**src/sv/overwriting_sample_ring_macros.svh**
```systemverilog
// Assertion helpers for the sample ring RTL.
// Every check is sampled on the rising edge of clk and held off during reset.
`ifndef OVERWRITING_SAMPLE_RING_MACROS_SVH
`define OVERWRITING_SAMPLE_RING_MACROS_SVH

// A property that must hold at every clock edge outside reset.
`define OSR_ASSERT(lbl, prop, msg) \
	lbl: assert property (@(posedge clk) disable iff (!arst_n) (prop)) \
		else $error(msg);

// A condition that must never be seen at a clock edge outside reset.
`define OSR_ASSERT_NEVER(lbl, cond, msg) \
	`OSR_ASSERT(lbl, !(cond), msg)

`endif

```
**src/sv/osr_pkg.sv**
```systemverilog
`timescale 1ns / 1ps
`default_nettype none

package osr_pkg;

	// Fixed field widths of the request and result items.
	localparam int DATA_W = 32;
	localparam int OCC_W  = 6;

	// Operation codes carried in the func field.
	localparam logic FUNC_INSERT = 1'b0;
	localparam logic FUNC_DRAIN  = 1'b1;

	// One input request.
	typedef struct packed {
		logic              func;
		logic [DATA_W-1:0] sample_data;
	} osr_in_t;

	// One result item.
	typedef struct packed {
		logic [DATA_W-1:0] out_data;
		logic              out_valid;
		logic              last;
		logic [OCC_W-1:0]  occupancy;
	} osr_out_t;

	// Result load command from the sequencer to the output register.
	typedef struct packed {
		logic             load;
		logic             from_ram;
		logic             valid;
		logic             last;
		logic [OCC_W-1:0] occupancy;
	} osr_emit_t;

endpackage

`default_nettype wire

```
**src/sv/osr_ram.sv**
```systemverilog
`timescale 1ns / 1ps
`default_nettype none

module osr_ram #(
	parameter int WIDTH = 32,
	parameter int DEPTH = 32
) (
	input  wire logic                     clk,
	input  wire logic                     wr_en,
	input  wire logic [$clog2(DEPTH)-1:0] wr_addr,
	input  wire logic [WIDTH-1:0]         wr_data,
	input  wire logic                     rd_en,
	input  wire logic [$clog2(DEPTH)-1:0] rd_addr,
	output logic      [WIDTH-1:0]         rd_data
);

	logic [WIDTH-1:0] mem_q [DEPTH];

	// One write port and one registered read port; read data holds between reads.
	always_ff @(posedge clk) begin
		if (wr_en) begin
			mem_q[wr_addr] <= wr_data;
		end
		if (rd_en) begin
			rd_data <= mem_q[rd_addr];
		end
	end

endmodule

`default_nettype wire

```
**src/sv/osr_seq.sv**
```systemverilog
`timescale 1ns / 1ps
`default_nettype none
`include "overwriting_sample_ring_macros.svh"

module osr_seq #(
	parameter int DEPTH        = 32,
	parameter int PAYLOAD_BITS = 32
) (
	input  wire logic                     clk,
	input  wire logic                     arst_n,
	input  wire logic                     in_valid,
	input  wire osr_pkg::osr_in_t         in_item,
	input  wire logic                     out_free,
	output logic                          in_ready,
	output logic                          wr_en,
	output logic      [$clog2(DEPTH)-1:0] wr_addr,
	output logic      [PAYLOAD_BITS-1:0]  wr_data,
	output logic                          rd_en,
	output logic      [$clog2(DEPTH)-1:0] rd_addr,
	output osr_pkg::osr_emit_t            emit
);

	import osr_pkg::*;

	localparam int            AW        = $clog2(DEPTH);
	localparam logic [AW-1:0] LAST_SLOT = AW'(DEPTH - 1);

	typedef enum logic [1:0] {
		S_IDLE,
		S_WALK,
		S_EMIT,
		S_END
	} state_t;

	state_t           state_q;
	logic [DEPTH-1:0] valid_q;
	logic [AW-1:0]    wr_ptr_q;
	logic [AW-1:0]    rd_ptr_q;
	logic [AW-1:0]    slot_q;
	logic [AW-1:0]    visit_q;
	logic [OCC_W-1:0] count_q;

	logic             accept;
	logic             is_drain;
	logic             step;
	logic             cnt_dec;
	logic [OCC_W-1:0] cnt_step;
	logic [AW-1:0]    wr_ptr_nxt;
	logic [AW-1:0]    slot_nxt;

	// Handshake and pointer wrap.
	always_comb begin
		in_ready   = (state_q == S_IDLE) && out_free;
		accept     = in_valid && in_ready;
		is_drain   = (in_item.func == FUNC_DRAIN);
		wr_ptr_nxt = (wr_ptr_q == LAST_SLOT) ? '0 : wr_ptr_q + AW'(1);
		slot_nxt   = (slot_q == LAST_SLOT) ? '0 : slot_q + AW'(1);
		step       = ((state_q == S_WALK) && !valid_q[slot_q])
			|| ((state_q == S_EMIT) && out_free);
	end

	// Shared up/down counter unit: it counts down while walking, up otherwise.
	always_comb begin
		cnt_dec  = (state_q == S_WALK);
		cnt_step = count_q + (cnt_dec ? {OCC_W{1'b1}} : OCC_W'(1));
	end

	// Store ports: inserts write at the write pointer, the walk reads valid slots.
	always_comb begin
		wr_en   = accept && !is_drain;
		wr_addr = wr_ptr_q;
		wr_data = PAYLOAD_BITS'(in_item.sample_data);
		rd_en   = (state_q == S_WALK) && valid_q[slot_q];
		rd_addr = slot_q;
	end

	// Result commands for the output register.
	always_comb begin
		emit = '0;
		unique case (state_q)
			S_IDLE: begin
				emit.load      = accept && !(is_drain && (count_q != '0));
				emit.last      = 1'b1;
				emit.occupancy = (!is_drain && !valid_q[wr_ptr_q]) ? cnt_step : count_q;
			end
			S_WALK: begin
				emit = '0;
			end
			S_EMIT: begin
				emit.load      = out_free;
				emit.from_ram  = 1'b1;
				emit.valid     = 1'b1;
				emit.occupancy = count_q;
			end
			S_END: begin
				emit.load      = out_free;
				emit.last      = 1'b1;
				emit.occupancy = count_q;
			end
			default: begin
				emit = '0;
			end
		endcase
	end

	// Sequencer, valid marks, pointers and occupancy.
	always_ff @(posedge clk or negedge arst_n) begin
		if (!arst_n) begin
			state_q  <= S_IDLE;
			valid_q  <= '0;
			wr_ptr_q <= '0;
			rd_ptr_q <= '0;
			slot_q   <= '0;
			visit_q  <= '0;
			count_q  <= '0;
		end else begin
			unique case (state_q)
				S_IDLE: begin
					if (accept && !is_drain) begin
						valid_q[wr_ptr_q] <= 1'b1;
						if (!valid_q[wr_ptr_q]) begin
							count_q <= cnt_step;
						end
						wr_ptr_q <= wr_ptr_nxt;
					end else if (accept && (count_q != '0)) begin
						slot_q  <= rd_ptr_q;
						visit_q <= '0;
						state_q <= S_WALK;
					end
				end
				S_WALK: begin
					if (valid_q[slot_q]) begin
						valid_q[slot_q] <= 1'b0;
						count_q         <= cnt_step;
						state_q         <= S_EMIT;
					end
				end
				S_EMIT: begin
					// On the last visit the slot step below moves on to the end marker.
					if (out_free && (visit_q != LAST_SLOT)) begin
						state_q <= S_WALK;
					end
				end
				S_END: begin
					if (out_free) begin
						state_q <= S_IDLE;
					end
				end
				default: begin
					state_q <= S_IDLE;
				end
			endcase

			// Move to the next slot, or finish after a full lap.
			if (step) begin
				if (visit_q == LAST_SLOT) begin
					rd_ptr_q <= slot_nxt;
					state_q  <= S_END;
				end else begin
					slot_q  <= slot_nxt;
					visit_q <= visit_q + AW'(1);
				end
			end
		end
	end

	`OSR_ASSERT(a_count_matches_marks, count_q == OCC_W'($countones(valid_q)), "occupancy count differs from valid marks")
	`OSR_ASSERT(a_read_only_valid, rd_en |-> valid_q[rd_addr], "store read at a slot not marked valid")
	`OSR_ASSERT(a_load_needs_room, emit.load |-> out_free, "result loaded over a pending result")
	`OSR_ASSERT(a_read_ptr_lap, $stable(rd_ptr_q), "drain did not end on its starting slot")
	`OSR_ASSERT_NEVER(a_no_read_and_write, rd_en && wr_en, "store read and written in one cycle")

endmodule

`default_nettype wire

```
**src/sv/overwriting_sample_ring.sv**
```systemverilog
// Overwriting sample ring: a circular capture store of DEPTH entries with valid marks.
// Requests enter on in_valid/in_ready with in_item (func, sample_data); results leave
// on out_valid/out_ready with out_item (out_data, out_valid, last, occupancy).
// An insert writes at the write pointer, overwriting the oldest slot when full, and
// gives one result (last set, occupancy after the insert) in the cycle after acceptance.
// Inserts are taken one per cycle while results are taken as fast.
// A drain walks all DEPTH slots from the read pointer, one empty slot per cycle through the
// single read port of the entry store; each valid entry also waits for its registered read
// and is emitted and cleared. A final marker with last set ends the run; an empty store
// answers with the marker alone in the cycle after acceptance. No request is taken
// until the drain has ended.
// Results sit in one output register; in_ready falls while it is full and not being
// taken, and a stalled drain simply waits at its current slot.
// Reset clears valid marks, pointers and occupancy at once; the entry store itself is
// not cleared and needs no clearing pass.
`timescale 1ns / 1ps
`default_nettype none

module overwriting_sample_ring #(
	parameter int DEPTH        = 32,
	parameter int PAYLOAD_BITS = 32
) (
	input  wire logic              clk,
	input  wire logic              arst_n,
	input  wire logic              in_valid,
	output logic                   in_ready,
	input  wire osr_pkg::osr_in_t  in_item,
	output logic                   out_valid,
	input  wire logic              out_ready,
	output osr_pkg::osr_out_t      out_item
);

	import osr_pkg::*;

	localparam int AW = $clog2(DEPTH);

	logic                    out_free;
	logic                    wr_en;
	logic [AW-1:0]           wr_addr;
	logic [PAYLOAD_BITS-1:0] wr_data;
	logic                    rd_en;
	logic [AW-1:0]           rd_addr;
	logic [PAYLOAD_BITS-1:0] rd_data;
	osr_emit_t               emit;
	logic                    out_valid_q;
	osr_out_t                out_item_q;

	assign out_free  = !out_valid_q || out_ready;
	assign out_valid = out_valid_q;
	assign out_item  = out_item_q;

	osr_seq #(
		.DEPTH        (DEPTH),
		.PAYLOAD_BITS (PAYLOAD_BITS)
	) u_seq (
		.clk      (clk),
		.arst_n   (arst_n),
		.in_valid (in_valid),
		.in_item  (in_item),
		.out_free (out_free),
		.in_ready (in_ready),
		.wr_en    (wr_en),
		.wr_addr  (wr_addr),
		.wr_data  (wr_data),
		.rd_en    (rd_en),
		.rd_addr  (rd_addr),
		.emit     (emit)
	);

	osr_ram #(
		.WIDTH (PAYLOAD_BITS),
		.DEPTH (DEPTH)
	) u_store (
		.clk     (clk),
		.wr_en   (wr_en),
		.wr_addr (wr_addr),
		.wr_data (wr_data),
		.rd_en   (rd_en),
		.rd_addr (rd_addr),
		.rd_data (rd_data)
	);

	// Output register: the valid flag is control state, the item is payload.
	always_ff @(posedge clk or negedge arst_n) begin
		if (!arst_n) begin
			out_valid_q <= 1'b0;
		end else if (emit.load) begin
			out_valid_q <= 1'b1;
		end else if (out_ready) begin
			out_valid_q <= 1'b0;
		end
	end

	always_ff @(posedge clk) begin
		if (emit.load) begin
			out_item_q.out_data  <= emit.from_ram ? DATA_W'(rd_data) : '0;
			out_item_q.out_valid <= emit.valid;
			out_item_q.last      <= emit.last;
			out_item_q.occupancy <= emit.occupancy;
		end
	end

endmodule

`default_nettype wire

```
**config.mk**
```make
export PLATFORM = sky130hd
export DESIGN_NAME = overwriting_sample_ring
export DESIGN_NICKNAME = d
export VERILOG_FILES = /design/src/sv/osr_pkg.sv /design/src/sv/osr_ram.sv /design/src/sv/osr_seq.sv /design/src/sv/overwriting_sample_ring.sv
export VERILOG_INCLUDE_DIRS = /design/src /design/src/sv
export SDC_FILE = /design/constraint.sdc
export NUM_CORES = 1
export LEC_CHECK = 0
export ABC_AREA = 0
export BUFFER_PORTS_ARGS = -buffer_cell sky130_fd_sc_hd__buf_2
export CAP_MARGIN = 20
export CORE_ASPECT_RATIO = 0.8
export CORE_MARGIN = 3
export CORE_UTILIZATION = 40
export CTS_CLUSTER_DIAMETER = 30
export DETAILED_ROUTE_END_ITERATION = 12
export SLEW_MARGIN = 5
export SYNTH_ARGS = -nofsm -noshare
export SYNTH_HDL_FRONTEND = slang
export SYNTH_HIERARCHICAL = 1
export SYNTH_SLANG_ARGS = --single-unit
```
**constraint.sdc**
```tcl
create_clock -name clk -period 7.4 [get_ports clk]
set_input_delay 0.74 -clock clk [delete_from_list [all_inputs] [get_ports clk]]
set_output_delay 0.74 -clock clk [all_outputs]
set_load 0.01 [all_outputs]
```
==> metrics.md, run 1 <==
| Metric | Value |
|---|---|
| Status | completed |
| Setup TNS | 0 ns |
| Clock buffer count from CTS | 177 |
| DRC | 0 |
| Unrepaired setup endpoints after global routing | false |
| Clock latency on the worst-skew pair | 0.77 ns |
| Post-Place Cells | 4,277 |
| Reg power frac | 36.5% |
| Max-cap check violation count | 0 |
| Post_cts resized | 0 |
| CTS Sinks | 1,157 |
| Area growth from synthesis to final layout | 17.82% |
| #FFs+latches synth | 1,157 |
| Setup crit start | u_seq/rd_addr[0] |
| Initial antenna violation count | 5 |
| CTS Root Cell | clkbuf_16 |
| Sequential share of the synthesized area | 73.86% |
| Worst-path maximum fanout | 132 |
| Critical R2R Launch | u_seq/rd_addr[0] |
| Slew @ Worst Pin | 1.213 ns |
| Core Area | 0.1151 sq mm |
| Worst r2r dst | u_store/rd_data[22] |
| Vias in the first global route | 25,880 |
| Initial DRT Pass Iterations | 5 |
| Minimum hold slack | 0.1853 ns |
| Worst Path Arrival | 4.75 ns |
| P_int | 15.00 mW |
| IO buf count | 78 |
| CP required | 7.90 ns |
| Sw Ratio | 30.82% |
| Worst Reg-to-Reg Cells | 7 |
| Reg clk slew, reported paths | 0.05 ns |
| Drt total wl | 117.4 mm |
| Worst Skew | 0.02458 ns |
| Fin. Hold Viols | 0 |
| Die W | 387.7 microns |
| Fin cells | 4,610 |
| Longest Clk Path Bufs | 3 |
| Largest net degree at the start of global routing | 133 |
| Vias | 25,800 |
| Yosys warnings | 6 |
| Tmin final | 4.254 ns |
| Post-CTS setup buffers | 0 |
| Number of synthesized flops with an enable pin | 1,096 |
| Slew HR | 19.12% |
| Routed Antenna Nets | 0 |
| Final period util | 57.49% |
| CTS tree | done |
| CTS hold repair buffers | 0 |
| Number of library cell types mapped by synthesis | 64 |
| Initial DRC count | 2,260 |
| Place WS | 2.962 ns |
| FP Rows | 111 |
| Overflow after GRT | 0 |
| H-tree Lvls | 4 |
| Synth Instances | 2,808 |
| Power share of the clock group | 39.5% |
| Final worst slack | 3.146 ns |
| Vias/cell | 5.596 |
| Net count after synthesis | 2,864 |
| Crit path capture type | flop |
| Global Route Usage Sum | 19.24% |
| Pwr Total | 21.68 mW |
| Ports | 79 |
| Main synth FF type | edfxtp_1 |
| Routability Congestion | 0.7755 |
| Endpoints failing setup | 0 |
| PD cells | 394.7 mW/mm^2 |
| First-pass GRT wire length | 172.4 mm |
| Maximum VDD drop | 0.4316 mV |
| CP Launch Type | flop |
| Fin nets | 2,989 |
| Final Max Slew Viols | 0 |
| WL/cell | 25.46 microns |
| Fraction of layout cells with a size suffix above 1 | 17.26% |
| Starting Density | 40.49% |
| Kind of critical path | flop to flop |
| Reg-to-reg slack, setup | 3.15 ns |
| Static leakage | 19.30 nW |
| Comb pwr share | 24.1% |
| Die height | 311.4 microns |
| Die area | 0.1207 sq mm |
| Synth async-reset ratio | 5.272% |
| Min-Delay Path Class | primary input to asynchronous set/reset pin |
| Avg Inst Size Synth | 16.60 sq um |
| Dpl hpwl | 64.13 mm |
| Fmax | 235.1 MHz |
| Psw | 6.682 mW |
| Synth Cell Area | 0.04662 sq mm |
-- cell usage in the layout, fill, tap and decap left out, drive strengths merged, types with 40 or more instances in the layout --
cell type / netlist / final
a21oi: 117 / 117
a22o: 67 / 67
a22oi: 97 / 97
a31oi: 42 / 42
buf: 119 / 135
clkbuf: 70 / 197
clkinv: 0 / 66
dfrtp: 61 / 61
edfxtp: 1096 / 1096
mux2i: 537 / 537
nand2: 155 / 155
nand3: 113 / 113
nor2: 61 / 61
nor3: 40 / 40
o21ai: 61 / 61
-- power groups by stage --
stage / logic (mW) / clock network [mW] / registers (mW)
final: 5.22 / 8.56 / 7.91
after global routing: 5.61 / 9.00 / 7.93
after CTS: 5.20 / 8.70 / 7.92
after detailed placement: 5.19 / 0 / 8.04
after global placement: 5.11 / 0 / 8.03
after floorplan: 3.84 / 0 / 7.86
-- metal layers --
metal / GRT usage [%] / vias up / wire, microns
li1: - / 11270 / -
met1: 27.44 / 13280 / 52320
met2: 29.37 / 1053 / 53390
met3: 4.310 / 196 / 9070
met4: 6.141 / 0 / 2596
met5: 0 / - / 0
-- Yosys cell counts, types with 5 or more instances --
cell      count  share of area [%]
nor2_1       61               0.49
nand3_1     113                1.2
dfrtp_1      61                3.3
inv_1        16               0.13
a31oi_1      42               0.56
mux4_1        6               0.34
nor2b_1       5              0.067
xor2_1       10               0.19
mux2i_1     537                 12
edfxtp_1   1096                 71
nand2b_1     11               0.15
a22oi_1      97                1.6
buf_1         6              0.048
and2_2       32               0.52
nand2_1     154                1.2
a22o_1       67                1.3
o21ai_0      60               0.64
ha_1         19               0.51
nand3b_1      9               0.14
mux4_2        6               0.29
buf_2        28               0.30
clkbuf_1     65               0.52
buf_4        67                1.1
a21oi_1     116                1.2
nor3_1       39               0.42
buf_6        17               0.41
mux2_2        8               0.19
-- sequential cells by signal, indices dropped and copies added, names as in the netlist --
name	flops
u_seq/state_q	2
u_seq/count_q	6
u_store/rd_data	32
u_seq/wr_addr	5
u_seq/visit_q	5
u_store/mem_q	1024
out_valid	1
u_seq/valid_q	32
out_item	40
u_seq/rd_ptr_q	5
u_seq/rd_addr	5
-- through the flow --
step                cell area, sq um  util [%]
CTS                            54880     47.67
global route                   54930     47.71
floorplan                      46620         -
finish                         54930     47.71
global placement               48520     42.14
detailed placement             48650     42.26
-- critical path, stage by stage (launching register included) --
cell,delay [ns]
dfrtp_4,0.89
buf_12,0.64
buf_4,0.97
mux2i_1,0.28
a22o_1,0.17
nor3_1,0.05
a31oi_1,0.37
nand3_1,0.11
-- worst max path at each step --
| stage | endpoint | slack (ns) |
|---|---|---|
| floorplan | u_store/mem_q[20][0] | 3.40 |
| global placement | u_store/mem_q[3][16] | 2.96 |
| detailed placement | u_store/mem_q[13][28] | 2.96 |
| CTS | u_store/mem_q[13][31] | 3.21 |
| global route | u_store/rd_data[22] | 3.03 |
| finish | u_store/rd_data[22] | 3.15 |
-- logic make-up after synthesis --
kind of cell | after synthesis | synth area share [%]
buf+inv | 206 | 2.595
fa+ha+maj | 19 | 0.5099
compound gates | 406 | 5.775
flops | 1157 | 73.86
simple gates | 450 | 4.656
mux | 558 | 12.37
xor+xnor | 12 | 0.2254
-- area by class of cell --
class                      count  area (sq um)
clock inverter               132          1684
antenna                        2         5.005
fill                        9528         60200
inverter                      17         63.81
multi-input combinational   1445         11280
sequential                  1157         34440
clock buffer                 197          4547
tap                         1525          1908
timing repair buffer         135         998.5
Note: power is estimated with default switching activity, not from simulation.
==> run 2, diff against run 1 <==
ABC_AREA = 1   (was 0)
clock period = 3.4 ns   (was 7.4 ns; I/O delays follow)
==> metrics.md, run 2 <==
| Metric | Value |
|---|---|
| Clock buffer count from CTS | 178 (+0.56%) |
| Hold EP | out_valid |
| Fin. Hold Viols | 0 (unchanged) |
| Overflow after GRT | 0 (unchanged) |
| P_int | 32.66 mW (+120%) |
| Multi-input logic area | 0.01278 sq mm (+13%) |
| Synth async-reset ratio | 5.272% (unchanged) |
| Worst-path maximum fanout | 21 (-84%) |
| Area growth from synthesis to final layout | 16.53% |
| Static leakage | 22.18 nW (+15%) |
| Starting Density | 40.64% (+0.14 points) |
| Worst Skew | 0.02789 ns (+0.003319 ns) |
| Place WS | 0.3918 ns (-2.570 ns) |
| Core Area | 0.1220 sq mm (+5.9%) |
| Reg clk slew, reported paths | 0.05 ns (about the same) |
| Commonest cells after routing, fill and taps aside | 1,782 x nand2_1, 1,096 x edfxtp_1, 872 x nand3_1 |
| Synth top cells by count | 1,782 x nand2_1, 1,096 x edfxtp_1, 872 x nand3_1 |
| Most common cell in the netlist | nand2_1 |
| Max-cap check violation count | 0 (unchanged) |
| Reg-to-reg slack, setup | 0.37 ns (-2.77 ns) |
| Number of library cell types mapped by synthesis | 39 (-39%) |
| Status | completed |
| Reg area | 0.03445 sq mm (about the same) |
| Tmin final | 3.028 ns (-1.226 ns) |
| Setup TNS | 0 ns (unchanged) |
| Number of synthesized flops with an enable pin | 1,096 (unchanged) |
| Final Cell Area | 0.05776 sq mm (+5.1%) |
| Slew @ Worst Pin | 0.9222 ns (-0.2910 ns) |
| Longest Clk Path Bufs | 3 (unchanged) |
| Fmax | 330.3 MHz (+41%) |
| Reg power frac | 33.9% (-2.6 points) |
| Psw | 18.61 mW (+180%) |
| CTS Sinks | 1,157 (unchanged) |
| Initial DRT Pass Iterations | 5 (unchanged) |
| Power share of the clock group | 36.3% (-3.2 points) |
| Sequential share of the synthesized area | 69.49% (-4.4 points) |
| Critical R2R Launch | u_seq/state_q[1] |
| Fin nets | 4,644 (+55%) |
| Final worst slack | 0.3724 ns (-2.774 ns) |
| Post-CTS setup buffers | 0 (unchanged) |
| Most common cell after layout, fill and taps aside | nand2_1 |
| Max reg flops | 1,024 (unchanged) |
| Top cell type's share of synthesized area | 66.41% (-4.2 points) |
| CP required | 3.80 ns (-4.10 ns) |
| Endpoints failing setup | 0 (unchanged) |
| Yosys top cell by area | edfxtp_1 |
| Worst Reg-to-Reg Cells | 10 (+3) |
| DP Area | 0.05152 sq mm (+5.9%) |
| Die W | 399.5 microns (+3.1%) |
| Final period util | 89.05% (+32 points) |
| CTS Root Cell | clkbuf_16 |
| Maximum VDD drop | 0.9002 mV (+110%) |
| Hold path cells | 5 |
| Kind of critical path | flop to flop |
| Minimum hold slack | 0.08391 ns (-0.1014 ns) |
| First-pass GRT wire length | 206.6 mm (+20%) |
| Final Core Density | 47.36% (-0.35 points) |
| Global Route Usage Sum | 21.46% (+2.2 points) |
| CTS tree | done |
| Die area | 0.1282 sq mm (+6.2%) |
| #FFs+latches synth | 1,157 (unchanged) |
| Min-Delay Path Class | primary input to flop |
| PD cells | 887.8 mW/mm^2 (+120%) |
| WL/cell | 21.66 microns (-15%) |
| Hold Startpoint | out_ready |
| FP Rows | 114 (+2.7%) |
| Largest Register | u_store/mem_q |
| H-tree Lvls | 4 (unchanged) |
| Main synth FF type | edfxtp_1 |
| Fraction of layout cells with a size suffix above 1 | 12.42% (-4.8 points) |
| Sw Ratio | 36.30% (+5.5 points) |
| Final Max Slew Viols | 0 (unchanged) |
| Pwr Total | 51.28 mW (+140%) |
| Drt total wl | 138.0 mm (+18%) |
| Post-Place Cells | 6,029 (+41%) |
| Dpl hpwl | 77.26 mm (+20%) |
| Dominant cells by area after synthesis | edfxtp_1 66%, nand2_1 13%, nand3_1 8.8% |
| Synth Cell Area | 0.04956 sq mm (+6.3%) |
| Net count after synthesis | 4,539 (+58%) |
| Vias in the first global route | 32,170 (+24%) |
| Initial DRC count | 3,668 (+62%) |
| Clock latency on the worst-skew pair | 0.77 ns (about the same) |
| Largest net degree at the start of global routing | 159 (+20%) |
| Vias | 33,650 (+30%) |
| Worst r2r dst | u_store/mem_q[4][4] |
| Slew HR | 38.52% (+19 points) |
| Ports | 79 (unchanged) |
| Die height | 320.8 microns (+3.0%) |
| Fin cells | 6,371 (+38%) |
| CP Launch Type | flop |
| Unrepaired setup endpoints after global routing | false |
| Vias/cell | 5.282 (-5.6%) |
| Crit path capture type | flop |
| Initial antenna violation count | 5 (unchanged) |
| Avg Inst Size Synth | 11.06 sq um (-33%) |
| Routed Antenna Nets | 0 (unchanged) |
| Fillers | 10,910 (+15%) |
| IO buf count | 78 (unchanged) |
| Worst Path Arrival | 3.43 ns (-1.32 ns) |
| Yosys warnings | 6 (unchanged) |
| Routability Congestion | 0.8498 (+9.6%) |
| Synth Instances | 4,483 (+60%) |
| DRC | 0 (unchanged) |
| Comb pwr share | 29.8% (+5.7 points) |
-- run 2: cell count changes in the layout (fill, tap and decap cells not counted), sizes merged, moves of 11 or more --
cell    before   now
nand3      113   876
inv         38   174
o21ai       61   106
nor3        40     7
a22oi       97     0
a22o        67     0
a31oi       42     0
nand2b      11     0
and2        35     0
a21oi      117    14
mux4        12     0
nand2      155  1787
buf        135   209
mux2i      537     5
-- run 2: cells by family (layout without fill, tap and decap cells) --
family                   after synthesis  after routing  share of synthesized area (%)
adder cells (fa/ha/maj)               19             19                         0.4797
multiplexers                           5              5                         0.1010
buffers and inverters                429            690                          5.233
flip-flops                          1157           1157                          69.49
other                                  0              3                              0
AND/OR/NAND/NOR                     2735           2735                          23.14
XOR/XNOR                               8              8                         0.1414
AO/OA/AOI/OAI                        130            130                          1.419
-- run 2: cell type report --
cell class,instances,area share [%]
multi-input cells,2897,22.14
inverters,143,0.9944
repair buffers,211,2.977
well taps,1624,3.518
flip-flops and latches,1157,59.66
clock inverters,141,2.756
clock buffers,195,7.951
diodes,3,0.01300
-- run 2: repair_timing --
action,in CTS,in global routing
endpoints found under the hold margin,39,4
hold buffers,1,1
endpoints found under the setup margin,0,0
resized for setup,0,0
-- run 2: metal layers --
metal  wire [microns]  GRT usage, %
met5               26             0
met4             3466         7.286
met3            12180         4.607
met2            60050         31.16
met1            62300         31.92
-- run 2: worst max path at each step --
stage,startpoint,end,cells after the start
after floorplan,u_seq/state_q[1],u_store/mem_q[31][0],9
after global placement,u_seq/state_q[1],u_store/mem_q[0][5],10
after detailed placement,u_seq/state_q[1],u_store/mem_q[0][5],10
after CTS,u_seq/state_q[1],u_store/mem_q[0][30],10
after global routing,u_seq/state_q[1],u_store/mem_q[0][2],10
final,u_seq/state_q[1],u_store/mem_q[4][4],10
-- run 2: power by group through the flow --
stage | Combinational, mW | Clock, mW | Sequential [mW]
2_1_floorplan | 11.1 | 0 | 17.4
3_3_place_gp | 15.0 | 0 | 17.6
3_5_place_dp | 15.1 | 0 | 17.7
4_1_cts | 15.2 | 18.9 | 17.4
5_1_grt | 17.0 | 19.6 | 17.5
6_report | 15.3 | 18.6 | 17.4
-- run 2: worst max-delay path, cell delays in order (launching register included) --
cell	delay, ns
dfrtp_1	0.41
inv_1	0.17
ha_1	0.31
nand2_1	0.12
nor2_2	0.13
nand2_1	0.13
inv_2	0.21
nand3_1	0.36
buf_4	0.30
nor2_4	0.10
buf_4	0.39
